==> src/rtl/core/alm_pkg.sv <==
// shared types and codes for the linked multimap
package alm_pkg;

	localparam int unsigned KeyW = 32;
	localparam int unsigned ValW = 32;
	localparam int unsigned CntW = 6;

	typedef enum logic [1:0] {
		ACT_ADD    = 2'd0,
		ACT_REMOVE = 2'd1,
		ACT_SEARCH = 2'd2,
		ACT_KEYS   = 2'd3
	} action_t;

	typedef enum logic [1:0] {
		ST_OK       = 2'd0,
		ST_NOTFOUND = 2'd1,
		ST_FULL     = 2'd2
	} status_t;

	typedef enum logic [3:0] {
		S_IDLE,
		S_ADD,
		S_ADD_LINK,
		S_WALK_RD,
		S_WALK_CHK,
		S_SCAN,
		S_RM_A,
		S_RM_B,
		S_EMIT,
		S_DONE
	} state_t;

	// controller to datapath commands
	typedef struct packed {
		logic load;        // capture request
		logic add_alloc;   // write slot at free head
		logic add_link;    // link previous tail to new slot
		logic walk_start;  // cursor to list head
		logic walk_read;   // read slot at cursor
		logic walk_adv;    // cursor to next link
		logic scan_start;  // start seen-key scan
		logic scan_step;   // next seen entry
		logic seen_push;   // append current key to seen list
		logic rm_a;        // unlink step one
		logic rm_b;        // unlink step two
		logic hold_load;   // park current data item in the hold register
		logic res_load;    // load result register
		logic res_hold;    // result takes the parked data item
		logic [1:0] res_status;
		logic res_key;     // parked item carries the slot key
		logic res_value;   // parked item carries the slot value
		logic res_last;
	} alm_cmd_t;

	// datapath to controller status
	typedef struct packed {
		logic full;
		logic cur_valid;    // cursor is a slot and step budget left
		logic key_match;
		logic pair_match;
		logic scan_done;
		logic scan_hit;
		logic hold_valid;   // a data item waits in the hold register
		logic out_busy;     // result register holds an unsent result
	} alm_sts_t;

endpackage

==> src/rtl/core/alm_ctrl.sv <==
// sequencer for add, remove, search and key listing
module alm_ctrl (
	input  logic clk,
	input  logic arst_n,
	input  logic in_valid,
	output logic in_ready,
	input  logic [1:0] in_action,
	input  alm_pkg::alm_sts_t sts,
	output alm_pkg::alm_cmd_t cmd
);
	import alm_pkg::*;

	state_t state_q, state_d;
	action_t act_q;

	always_ff @(posedge clk or negedge arst_n) begin
		if (!arst_n) begin
			state_q <= S_IDLE;
			act_q <= ACT_ADD;
		end else begin
			state_q <= state_d;
			if (in_valid && in_ready)
				act_q <= action_t'(in_action);
		end
	end

	assign in_ready = (state_q == S_IDLE);

	always_comb begin
		state_d = state_q;
		case (state_q)
			S_IDLE: if (in_valid) begin
				case (action_t'(in_action))
					ACT_ADD: state_d = S_ADD;
					default: state_d = S_WALK_RD;
				endcase
			end
			S_ADD: if (!sts.out_busy)
				state_d = sts.full ? S_IDLE : S_ADD_LINK;
			S_ADD_LINK: state_d = S_IDLE;
			S_WALK_RD: state_d = sts.cur_valid ? S_WALK_CHK : S_DONE;
			S_WALK_CHK: begin
				case (act_q)
					ACT_REMOVE: state_d = sts.pair_match ? S_RM_A : S_WALK_RD;
					ACT_SEARCH: state_d = sts.key_match ? S_EMIT : S_WALK_RD;
					default:    state_d = S_SCAN;
				endcase
			end
			S_SCAN: begin
				if (sts.scan_done)
					state_d = S_EMIT;
				else if (sts.scan_hit)
					state_d = S_WALK_RD;
			end
			S_EMIT: if (!sts.out_busy) state_d = S_WALK_RD;
			S_RM_A: if (!sts.out_busy) state_d = S_RM_B;
			S_RM_B: if (!sts.out_busy) state_d = S_IDLE;
			S_DONE: if (!sts.out_busy) state_d = S_IDLE;
			default: state_d = S_IDLE;
		endcase
	end

	always_comb begin
		cmd = '0;
		case (state_q)
			S_IDLE: begin
				cmd.load = in_valid;
				cmd.walk_start = in_valid;
			end
			S_ADD: if (!sts.out_busy) begin
				cmd.res_load = 1'b1;
				cmd.res_last = 1'b1;
				if (sts.full)
					cmd.res_status = ST_FULL;
				else
					cmd.add_alloc = 1'b1;
			end
			S_ADD_LINK: cmd.add_link = 1'b1;
			S_WALK_RD: cmd.walk_read = sts.cur_valid;
			S_WALK_CHK: begin
				case (act_q)
					ACT_REMOVE: cmd.walk_adv = !sts.pair_match;
					ACT_SEARCH: cmd.walk_adv = !sts.key_match;
					default:    cmd.scan_start = 1'b1;
				endcase
			end
			S_SCAN: begin
				if (!sts.scan_done && !sts.scan_hit)
					cmd.scan_step = 1'b1;
				else if (!sts.scan_done)
					cmd.walk_adv = 1'b1;
			end
			// park the new item, send the one parked before it
			S_EMIT: if (!sts.out_busy) begin
				cmd.hold_load = 1'b1;
				cmd.res_load = sts.hold_valid;
				cmd.res_hold = 1'b1;
				cmd.walk_adv = 1'b1;
				if (act_q == ACT_SEARCH)
					cmd.res_value = 1'b1;
				else begin
					cmd.res_key = 1'b1;
					cmd.seen_push = 1'b1;
				end
			end
			S_RM_A: cmd.rm_a = !sts.out_busy;
			S_RM_B: if (!sts.out_busy) begin
				cmd.rm_b = 1'b1;
				cmd.res_load = 1'b1;
				cmd.res_last = 1'b1;
			end
			S_DONE: if (!sts.out_busy) begin
				cmd.res_load = 1'b1;
				cmd.res_last = 1'b1;
				if (sts.hold_valid)
					cmd.res_hold = 1'b1;
				else
					cmd.res_status = ST_NOTFOUND;
			end
			default: cmd = '0;
		endcase
	end
endmodule

==> config.mk <==
export PLATFORM = sky130hd
export DESIGN_NAME = alm_ctrl
export DESIGN_NICKNAME = d
export VERILOG_FILES = /design/src/rtl/core/alm_pkg.sv /design/src/rtl/core/alm_ctrl.sv
export SDC_FILE = /design/constraint.sdc
export NUM_CORES = 1
export LEC_CHECK = 0
export BUFFER_PORTS_ARGS = -buffer_cell sky130_fd_sc_hd__buf_2
export CORE_UTILIZATION = 40
export DETAILED_ROUTE_END_ITERATION = 7
export HOLD_SLACK_MARGIN = 0.1
export PLACE_DENSITY = 0.72
export SLEW_MARGIN = 5
export SYNTH_ARGS = -nofsm -noshare
export SYNTH_HDL_FRONTEND = slang
export SYNTH_SLANG_ARGS = --single-unit
==> constraint.sdc <==
create_clock -name clk -period 2.4 [get_ports clk]
set_input_delay 0.48 -clock clk [delete_from_list [all_inputs] [get_ports clk]]
set_output_delay 0.48 -clock clk [all_outputs]
set_load 0.05 [all_outputs]
# --- Word-level counts from Yosys, hierarchy flattened ---
# Cells that the tools add are included.
op_classes:
  reduce_logical: 14
  muxes: 48
  eq_ne: 17
op_table:
  columns: ["operator", "n"]
  rows:
  - ["two-way mux 4 bit", 10]
  - ["one-hot mux 4 bit (8 select lines)", 1]
  - ["two-way mux 1 bit", 23]
  - ["equality test 4 x 3 -> 1 bit, second input constant", 4]
  - ["two-way mux 2 bit", 6]
  - ["inequality test 2 bit, second input constant", 5]
  - ["equality test 4 x 2 -> 1 bit, second input constant", 2]
  - ["equality test 4 bit, second input constant", 2]
  - ["one-hot mux 4 bit (2 select lines)", 1]
  - ["two-way mux 3 bit", 2]
  - ["one-hot mux 1 bit (3 select lines)", 2]
  - ["AND reduction 6 bit", 1]
  - ["OR reduction 2 bit", 3]
  - ["zero test 1 bit", 5]
  - ["equality test 4 x 1 -> 1 bit, second input constant", 1]
  - ["zero test 4 bit", 1]
  - ["one-hot mux 1 bit (2 select lines)", 2]
  - ["one-hot mux 2 bit (2 select lines)", 1]
  - ["inequality test 3 bit, second input constant", 1]
  - ["OR reduction 3 bit", 1]
  - ["equality test 2 x 1 -> 1 bit, second input constant", 1]
  - ["equality test 2 bit, second input constant", 1]
  - ["logical AND 1 bit", 2]
  - ["zero test 2 bit", 1]
totals:
  ff_bits: 6
  in_bits: 13
  out_inout_bits: 20
  wordCells: 81

# --- Longest topological paths before layout ---
# Gate-level depths: netlist (run 1).
depth:
  depth_word: 4
  mapped_depth: 6
  depth_no_buf: 6

# --- Worst setup path before layout (run 1) ---
# OpenSTA, ideal clock, no wires.
synth_path:
  path_kind: "register to output"
  start: "register state_q[1]"
  end: "output cmd[18] (netlist bit)"
  n_path_buf: 3
  required_ns: 1.920
  path_stages_with_launch: 7
  slack_ns: -1.248
  arrival_time_ns: 3.168
  path_cell_list: "dfrtp_1 -> buf_6 -> buf_2 -> nor4_1 -> nand2_1 -> inv_1 -> buf_4"
synth_lines:
  columns: ["element", "line_no", "source"]
  rows:
  - ["from (decl)", "alm_ctrl.sv:13", "state_t state_q, state_d;"]
  - ["from (signal assigned)", "alm_ctrl.sv:21", "state_q <= state_d;"]
  - ["to (decl)", "alm_ctrl.sv:9", "output alm_pkg::alm_cmd_t cmd"]

==> metrics.yaml, run 1 <==
status:
  status: "finished clean"
critical_path:
  start_kind: "register"
  crit_required_ps: 1920
  r2r_cells: 5
  crit_fanout: 8
  critPathCaptureType: "output port"
  critical_path_arrival_ps: 1810
  critPathKind: "register to output port"
cells_and_area:
  nets: 144
  antenna_cells: 0
  final_common_cell: "buf_2"
  drive_above_1_share_pct: 44.9
  final_area_mm2: 0.00103
  syn_to_final_growth_pct: 38.9
  layout_common_cells: "buf_2 (31), nor2_1 (8), nor2b_1 (6), dfrtp_1 (6)"
placed_design:
  gp_congestion: 0.816
  dp_hpwl_um: 1530
  port-buffer-count: 32
  placed_area_um2: 993
timing:
  whs_ps: 482
  fin_crit_sh_pct: 95.4
  tightest_slew_ps: 318
  relSlewSlack_pct: 78.7
  rsz0062_at_grt: "false"
  period_minus_slack_ps: 2290
  hold_violations: 0
  drv_slew: 0
  setup_viol: 0
  skew_ps: 1.23
  max_freq_mhz: 437
global_route:
  met3_usage_pct: 6.00
  grtUsageMet2_pct: 31.9
  first_global_vias: 708
  grt_pass1_wl_um: 3080
  grt.busiest_layer: "met2"
  antenna_found_initial: 0
  gr-total-overflow: 0
  grt_max_degree: 19
  met1_usage_pct: 30.8
  grt_usage_pct: 20.8
hold_path:
  min_path_cells: 3
  hold_class: "primary input to register"
die:
  placementRows: 15
  die_area_mm2: 0.00203
  die_w_um: 45.0
  initial_core_util_pct: 42.9
  die_h_um: 45.0
  core-area_mm2: 0.00173
  ioPinCount: 33
logic_synthesis:
  synth_nets: 111
  avgSynthCellArea_um2: 7.72
  synth-seq-cells: 6
  yosysWarnings: 0
  syn-cell-area_um2: 741
  syn_inst: 96
  yosysSeqAreaShare_pct: 20.3
  post_synth_num_cell_types: 42
clock_tree:
  cts_tree: "yes"
  cts-root-buf: "clkbuf_4"
  cts_buffers: 3
  worstSkewPairLatency_ps: 240
  postCtsSetupBuffers: 0
  cts_max_path_buffers: 2
  clock_sink_count: 6
  clk_pin_slew_worst_paths_ps: 40
  htreeDepth: 1
route:
  drt_iter0_drc: 21
  viasPerCell: 5.34
  wirelength_um: 1930
  first_pass_iters: 4
  drc: 0
  final_antenna_net_count: 0
  post_drt_wl_per_cell_um: 12.7
  dr_total_vias: 811
power_and_ir_drop:
  leakage_uw: 0.000508
  power_density_mw_per_mm2: 1400
  peakVddDrop_v: 0.000939
job:
  maxCapViolCount: 0
-- path summary, 6_finish.rpt --
path,endpoint,from,slack [ps]
worst max-delay path,cmd[13],state_q[3],110
worst min-delay path,act_q[0],in_action[0],480
worst max register to register,state_q[0],state_q[0],580
worst min register to register,act_q[1],act_q[1],580
max in group asynchronous,act_q[0],arst_n,1660
min in group asynchronous,state_q[0],arst_n,600
-- report_power, final --
part / total, uW / leakage [uW] / switching [uW] / internal [uW]
registers: 218 / 0.0000761 / 66.1 / 152
clock network: 91.5 / 0.0000138 / 35.0 / 56.5
logic: 1140 / 0.000418 / 723 / 413
total: 1440 / 0.000508 / 824 / 621
-- cell type report --
cell class / instances / area (um^2)
clock buffer: 3 / 22.5
fill: 173 / 698
inverter: 5 / 18.8
sequential: 6 / 150
tap: 25 / 31.3
timing repair buffer: 37 / 215
multi-input combinational: 76 / 591
-- state kept, by name (all words and copies together), names as in the netlist --
name and flops:
state_q 4, act_q 2
-- kinds of logic after synthesis --
kind of cell / after synthesis / share of synthesized area [%]
DFF: 6 / 20.3
adders and majority gates: 2 / 3.38
AOI/OAI and AO/OA: 17 / 16.7
muxes: 2 / 3.38
and+or+nand+nor: 55 / 46.5
buffers and inverters: 14 / 9.80
-- routing by layer --
metal,vias to the layer above,wire length (um)
met3,0,73
met1,379,913
li1,411,-
met5,-,0
met2,21,941
met4,0,0
-- worst max-delay path, stage by stage (launching register included) --
cell and delay, ps:
dfrtp_1 480, or3b_4 470, nor3_4 180, a21oi_1 100, o31ai_2 70, clkbuf_4 260
-- what timing repair did --
action	in CTS	in global routing
resized for setup	0	1
endpoints found under the setup margin	0	1
endpoints found under the hold margin	6	0
hold buffers	1	0
-- synth_stat cells (all sizes together) --
master	instances	area, um^2
a21o	1	7.51
a21oi	3	18.8
a31o	1	8.76
a31oi	1	6.26
and2	1	6.26
and3	2	12.5
and3b	1	8.76
and4	1	8.76
buf	7	46.3
clkbuf	2	7.51
dfrtp	6	150
ha	2	25.0
inv	5	18.8
mux2	1	15.0
mux2i	1	10.0
nand2	5	18.8
nand2b	4	25.0
nand3	5	25.0
nand4	2	12.5
nor2	8	30.0
nor2b	6	37.5
nor3	9	66.3
nor3b	2	15.0
nor4	2	12.5
o211a	2	20.0
o211ai	1	7.51
o21ai	4	20.0
o2bb2ai	1	8.76
o311a	1	10.0
o31a	1	8.76
o31ai	1	7.51
or3	1	6.26
or3b	3	26.3
or4	1	11.3
or4b	1	10.0
or4bb	1	11.3
-- metrics by stage --
stage	power, uW	worst slack (ps)	utilization [%]	instances	TNS [ps]
after floorplan	1130	-199	-	96	-395
after global placement	1340	227	57.5	148	0
after detailed placement	1350	184	57.5	148	0
after CTS	1450	94.8	59.4	152	0
after global routing	1550	21.2	59.6	152	0
final	1440	111	59.6	152	0
(Power assumes the default switching activity.)
==> inputs of run 2 (changes only) <==
Settings changed: ABC_AREA set to 1, PLACE_DENSITY 0.72 to 0.75.
Clock period 2.4 ns to 2.05 ns, I/O delays scaled along.
==> metrics.yaml, run 2 <==
status:
  status: "finished clean"
critical_path:
  startpoint: "state_q[2]"
  crit_required_ps: 1640  # -280 ps
  critPathCaptureType: "output port"
  critPathKind: "register to output port"
  r2r_start: "act_q[1]"
  crit_path_end: "cmd[17]"
  crit_fanout: 5  # -3
  start_kind: "register"
  critical_path_arrival_ps: 1530  # -280 ps
  r2r_end: "state_q[2]"
  r2r_cells: 8  # +3
  rrSetupSlack_ps: 700  # +120 ps
placed_design:
  placed_area_um2: 911  # -8.3%
  place_inst: 185  # +25%
  gp_congestion: 0.876  # +7.3%
  pre_cts_ws_ps: 240  # +55.7 ps
  port-buffer-count: 32  # unchanged
  dp_hpwl_um: 1610  # +5.2%
logic_synthesis:
  synth-seq-cells: 6  # unchanged
  synthTopCellsByCount: "nand2_1 (34), inv_1 (18), nand3_1 (16), nor2_1 (16), inv_2 (11)"
  async_flop_share_pct: 100  # unchanged
  syn_inst: 131  # +36%
  ys.flop_type: "dfrtp_1"
  post_synth_num_cell_types: 16  # -62%
  synth_top_area_share_pct: 20.6  # +0.35 points
  synth_edf_count: 0  # unchanged
  synth_nets: 146  # +32%
  yosysWarnings: 0  # unchanged
  avgSynthCellArea_um2: 5.56  # -28%
  yosysSeqAreaShare_pct: 20.6  # +0.35 points
  synth_top_cell_by_area: "dfrtp_1"
  synth.most_common_cell: "nand2_1"
  syn-cell-area_um2: 728  # -1.7%
  synth_area_leaders: "dfrtp_1 (21%), nand2_1 (18%), nand3_1 (11%), inv_1 (9.3%), nor2_1 (8.2%)"
clock_tree:
  clock_sink_count: 6  # unchanged
  cts-root-buf: "clkbuf_4"
  cts_buffers: 3  # unchanged
  cts_tree: "yes"
  cts_max_path_buffers: 2  # unchanged
  worstSkewPairLatency_ps: 250  # about the same
  htreeDepth: 1  # unchanged
  clk_pin_slew_worst_paths_ps: 50  # about the same
die:
  placementRows: 15  # unchanged
  die_area_mm2: 0.00199  # -1.6%
  initial_core_util_pct: 42.6  # -0.26 points
  die_h_um: 44.7  # -0.81%
  ioPinCount: 33  # unchanged
  core-area_mm2: 0.00171  # -1.1%
  die_w_um: 44.7  # -0.81%
timing:
  skew_ps: 7.66  # +6.43 ps
  period_minus_slack_ps: 1940
  hold_violations: 0  # unchanged
  tns_ps: 0  # unchanged
  layout_setup_ws_ps: 108  # -3.37 ps
  relSlewSlack_pct: 83.2  # +4.5 points
  tightest_slew_ps: 254  # -63.4 ps
  max_freq_mhz: 515
  fin_crit_sh_pct: 94.7
  drv_slew: 0  # unchanged
  setup_viol: 0  # unchanged
power_and_ir_drop:
  p_clk_share_pct: 7.3  # +1.0 points
  finalPower_uw: 1500  # +3.9%
  p_switching_uw: 931  # +13%
  leakage_uw: 0.000615  # +21%
  intPower_uw: 570  # -8.2%
  combinationalPowerShare_pct: 75.5  # -3.1 points
  seqPwrFrac_pct: 17.2  # +2.1 points
  sw_frac_of_total_pct: 62.0  # +5.0 points
  peakVddDrop_v: 0.00107  # +14%
  power_density_mw_per_mm2: 1510  # +7.4%
cells_and_area:
  final_cells: 190  # +25%
  final_area_um2: 995  # -3.3%
  syn_to_final_growth_pct: 36.6
  final_common_cell: "nand2_1"
  fill_cells: 175  # +1.2%
  final-seq-area_um2: 154  # +2.5%
  reg_top3: "state_q (4), act_q (2)"
  largest-register: "state_q"
  multi_input_area_um2: 483  # -18%
  drive_above_1_share_pct: 43.6  # -1.2 points
  antenna_cells: 0  # unchanged
  largest_reg_flops: 4  # unchanged
  layout_common_cells: "nand2_1 (34), buf_2 (28), inv_1 (17)"
  nets: 182  # +26%
route:
  wl_met1_um: 780  # -15%
  dr_wl_met2_um: 911  # -3.2%
  final_antenna_net_count: 0  # unchanged
  drc: 0  # unchanged
  dr_total_vias: 904  # +11%
  wl_met3_um: 133  # +82%
  first_pass_iters: 4  # unchanged
  top_layer: "met4"
  drt_iter0_drc: 25  # +19%
  viasPerCell: 4.76  # -11%
  post_drt_wl_per_cell_um: 9.93  # -22%
  wirelength_um: 1890  # -2.2%
global_route:
  gr-total-overflow: 0  # unchanged
  grt_usage_pct: 21.4  # +0.60 points
  first_global_vias: 759  # +7.2%
  grt_pass1_wl_um: 3050  # -0.91%
  grt_max_degree: 12  # -7
  antenna_found_initial: 0  # unchanged
hold_path:
  hold_class: "primary input to register"
job:
  maxCapViolCount: 0  # unchanged
==> run 2: how the worst min path moves through the flow <==
stage            startpoint    endpoint  slack, ps  cells past startpoint
6_report       in_action[1]    act_q[1]        380                      3
2_1_floorplan        arst_n    act_q[0]        110                      0
5_1_grt        in_action[1]    act_q[1]        390                      3
4_1_cts        in_action[1]    act_q[1]        380                      3
3_5_place_dp         arst_n  state_q[2]        240                      1
3_3_place_gp         arst_n  state_q[2]        240                      1
==> run 2: final cells by class <==
class / instances / share of cell area (%)
Timing Repair Buffer: 34 / 19.6
Clock buffer: 3 / 2.26
Multi-Input combinational cell: 93 / 48.6
Tap cell: 25 / 3.14
Sequential cell: 6 / 15.5
Inverter: 29 / 10.9
==> run 2: cells by family (layout without fill, tap and decap cells) <==
kind of cell / after synthesis / count (layout) / share of synthesized area [%]
buffers and inverters: 32 / 66 / 18.0
AO/OA/AOI/OAI: 6 / 6 / 4.47
adder cells (fa/ha/maj): 2 / 2 / 3.44
flip-flops: 6 / 6 / 20.6
AND/OR/NAND/NOR: 85 / 85 / 53.4
==> run 2: per-layer routing <==
metal  vias up  GRT usage, %
li1        469             -
met1       386          22.9
met4         0          13.9
met2        42          38.2
met5         -             0
met3         7          3.67
==> run 2: repair_timing <==
action / CTS / global route
resized for setup: 2 / 13
hold buffers: 1 / 0
pin swaps: 0 / 1
hold endpoints to repair: 6 / 0
endpoints found under the setup margin: 2 / 12
buffers inserted: 0 / 1
==> run 2: worst max-delay path, stage by stage (launching register included) <==
cell and delay [ps]:
dfrtp_2 440, nor2_4 190, inv_2 80, nor2_1 130, nand2_1 110, nor2_1 100
clkbuf_4 240
==> run 2: power by group through the flow <==
stage,Sequential [uW],Clock (uW),Combinational [uW]
after floorplan,231,0,885
after global placement,236,0,1060
final,259,109,1130
after detailed placement,242,0,1080
after CTS,241,115,1090
after global routing,268,123,1240
==> run 2: stage by stage <==
| step | hold slack [ps] | utilization (%) |
|---|---|---|
| after floorplan | 114 | - |
| final | 381 | 58.2 |
| after CTS | 376 | 55.5 |
| after global routing | 386 | 58.2 |
| after global placement | 238 | 53.3 |
| after detailed placement | 241 | 53.3 |
==> inputs of run 3 (changes only) <==
Settings changed: BUFFER_PORTS_ARGS -buffer_cell sky130_fd_sc_hd__buf_2 to -buffer_cell sky130_fd_sc_hd__buf_4.
==> metrics.yaml, run 3 (synthesis gave the netlist of run 2 again) <==
clock_tree:
  cts_buffers: 3  # unchanged
  htreeDepth: 1  # unchanged
  clk_pin_slew_worst_paths_ps: 50  # about the same
  clock_sink_count: 6  # unchanged
  postCtsSetupBuffers: 0  # unchanged
  cts_tree: "yes"
  cts_max_path_buffers: 2  # unchanged
  worstSkewPairLatency_ps: 240  # about the same
  cts-root-buf: "clkbuf_4"
global_route:
  met3_usage_pct: 1.22  # -2.4 points
  grt_usage_pct: 20.1  # -1.3 points
  grt.busiest_layer: "met2"
  gr-total-overflow: 0  # unchanged
  grt_max_degree: 12  # unchanged
  grt_pass1_wl_um: 2920  # -4.3%
  first_global_vias: 740  # -2.5%
  grtUsageMet2_pct: 39.1  # +0.88 points
  met1_usage_pct: 22.4  # -0.50 points
  antenna_found_initial: 0  # unchanged
placed_design:
  dp_hpwl_um: 1610  # +0.18%
  placed_area_um2: 991  # +8.8%
  pre_cts_ws_ps: 281  # +40.6 ps
  place_inst: 185  # unchanged
  port-buffer-count: 32  # unchanged
  gp_congestion: 0.828  # -5.4%
cells_and_area:
  antenna_cells: 0  # unchanged
  reg_top3: "state_q (4), act_q (2)"
  final_area_mm2: 0.00104  # +4.5%
  layout_common_cells: "nand2_1 (34), buf_4 (31), inv_1 (17)"
  final_cells: 189  # -0.53%
  syn_to_final_growth_pct: 42.8
  largest-register: "state_q"
  drive_above_1_share_pct: 40.9  # -2.8 points
  largest_reg_flops: 4  # unchanged
  final_common_cell: "nand2_1"
  nets: 181  # -0.55%
timing:
  setup_viol: 0  # unchanged
  tightest_slew_ps: 275  # +20.6 ps
  skew_ps: 3.29  # -4.37 ps
  whs_ps: 393  # +12.6 ps
  drv_slew: 0  # unchanged
  layout_setup_ws_ps: 72.2  # -35.9 ps
  period_minus_slack_ps: 1980  # +35.9 ps
  max_freq_mhz: 506  # -1.8%
  relSlewSlack_pct: 81.7  # -1.5 points
  hold_violations: 0  # unchanged
  rsz0062_at_grt: "true"
  fin_crit_sh_pct: 96.5  # +1.7 points
route:
  post_drt_wl_per_cell_um: 9.99  # +0.58%
  drt_iter0_drc: 16  # -36%
  dr_total_vias: 874  # -3.3%
  final_antenna_net_count: 0  # unchanged
  viasPerCell: 4.62  # -2.8%
  first_pass_iters: 4  # unchanged
  wirelength_um: 1890  # about the same
  drc: 0  # unchanged
critical_path:
  critPathCaptureType: "output port"
  start_kind: "register"
  crit_required_ps: 1640  # about the same
  r2r_cells: 7  # -1
  rrSetupSlack_ps: 630  # -70 ps
  crit_fanout: 7  # +2
  critical_path_arrival_ps: 1570  # +40 ps
  r2r_end: "state_q[2]"
  critPathKind: "register to output port"
  r2r_start: "state_q[0]"
hold_path:
  hp-start: "in_action[1]"
  min_path_cells: 3  # unchanged
  hold_class: "primary input to register"
  hold_end: "act_q[1]"
power_and_ir_drop:
  finalPower_uw: 1510  # +0.35%
  leakage_uw: 0.000617  # +0.25%
  peakVddDrop_v: 0.000985  # -7.9%
  power_density_mw_per_mm2: 1450  # -4.0%
die:
  die_area_mm2: 0.00199  # unchanged
  initial_core_util_pct: 42.6  # unchanged
  ioPinCount: 33  # unchanged
  core-area_mm2: 0.00171  # unchanged
  die_h_um: 44.7  # unchanged
  die_w_um: 44.7  # unchanged
  placementRows: 15  # unchanged
job:
  maxCapViolCount: 0  # unchanged
status:
  status: "finished clean"
==> run 3: cell types whose count changed in the layout (fill, tap and decap cells not counted), moves of 2 or more <==
cell	previous run	this run
dfrtp_2	3	0
dfrtp_1	3	6
buf_4	2	31
clkbuf_4	5	3
buf_2	28	0
==> run 3: final cells by class <==
class                           count  area (um^2)
Clock buffer                        3         22.5
Fill cell                         164          668
Inverter                           29          109
Multi-Input combinational cell     93          473
Sequential cell                     6          150
Tap cell                           25         31.3
Timing Repair Buffer               33          254
==> run 3: what timing repair did <==
action / in CTS / in global routing
resized for setup: 0 / 5
setup endpoints to repair: 0 / 6
endpoints found under the hold margin: 6 / 0
hold buffers: 1 / 0
==> run 3: critical path, stage by stage, from the launching register on <==
cell	delay [ps]
dfrtp_1	460
nor2_2	260
inv_2	60
nor2_2	190
nand3_1	110
nand3_1	90
buf_6	160
==> run 3: metrics by stage <==
| step | TNS (ps) | utilization [%] |
|---|---|---|
| after floorplan | -9.27 | - |
| after global placement | 0 | 58.0 |
| after detailed placement | 0 | 58.0 |
| after CTS | 0 | 59.9 |
| after global routing | -84.3 | 60.9 |
| final | 0 | 60.9 |
==> run 3: how the worst max path moves through the flow <==
stage               start      end  slack, ps
6_report       state_q[0]  cmd[13]         70
5_1_grt        state_q[0]  cmd[13]        -30
4_1_cts          act_q[1]  cmd[13]         20
3_5_place_dp   state_q[0]   cmd[6]        280
3_3_place_gp   state_q[0]   cmd[6]        320
2_1_floorplan  state_q[0]   cmd[6]         -9
==> run 3: metal layers <==
| metal | part of all wire, % | up-vias |
|---|---|---|
| li1 | - | 463 |
| met1 | 40 | 377 |
| met2 | 53 | 30 |
| met3 | 5.5 | 4 |
| met4 | 1.4 | 0 |
| met5 | 0 | - |
==> run 3: power by group <==
group / internal, uW / switching [uW] / leakage (uW)
Clock: 66.0 / 39.5 / 0.0000138
Sequential: 174 / 76.2 / 0.0000766
Combinational: 349 / 802 / 0.000527
Total: 589 / 917 / 0.000617
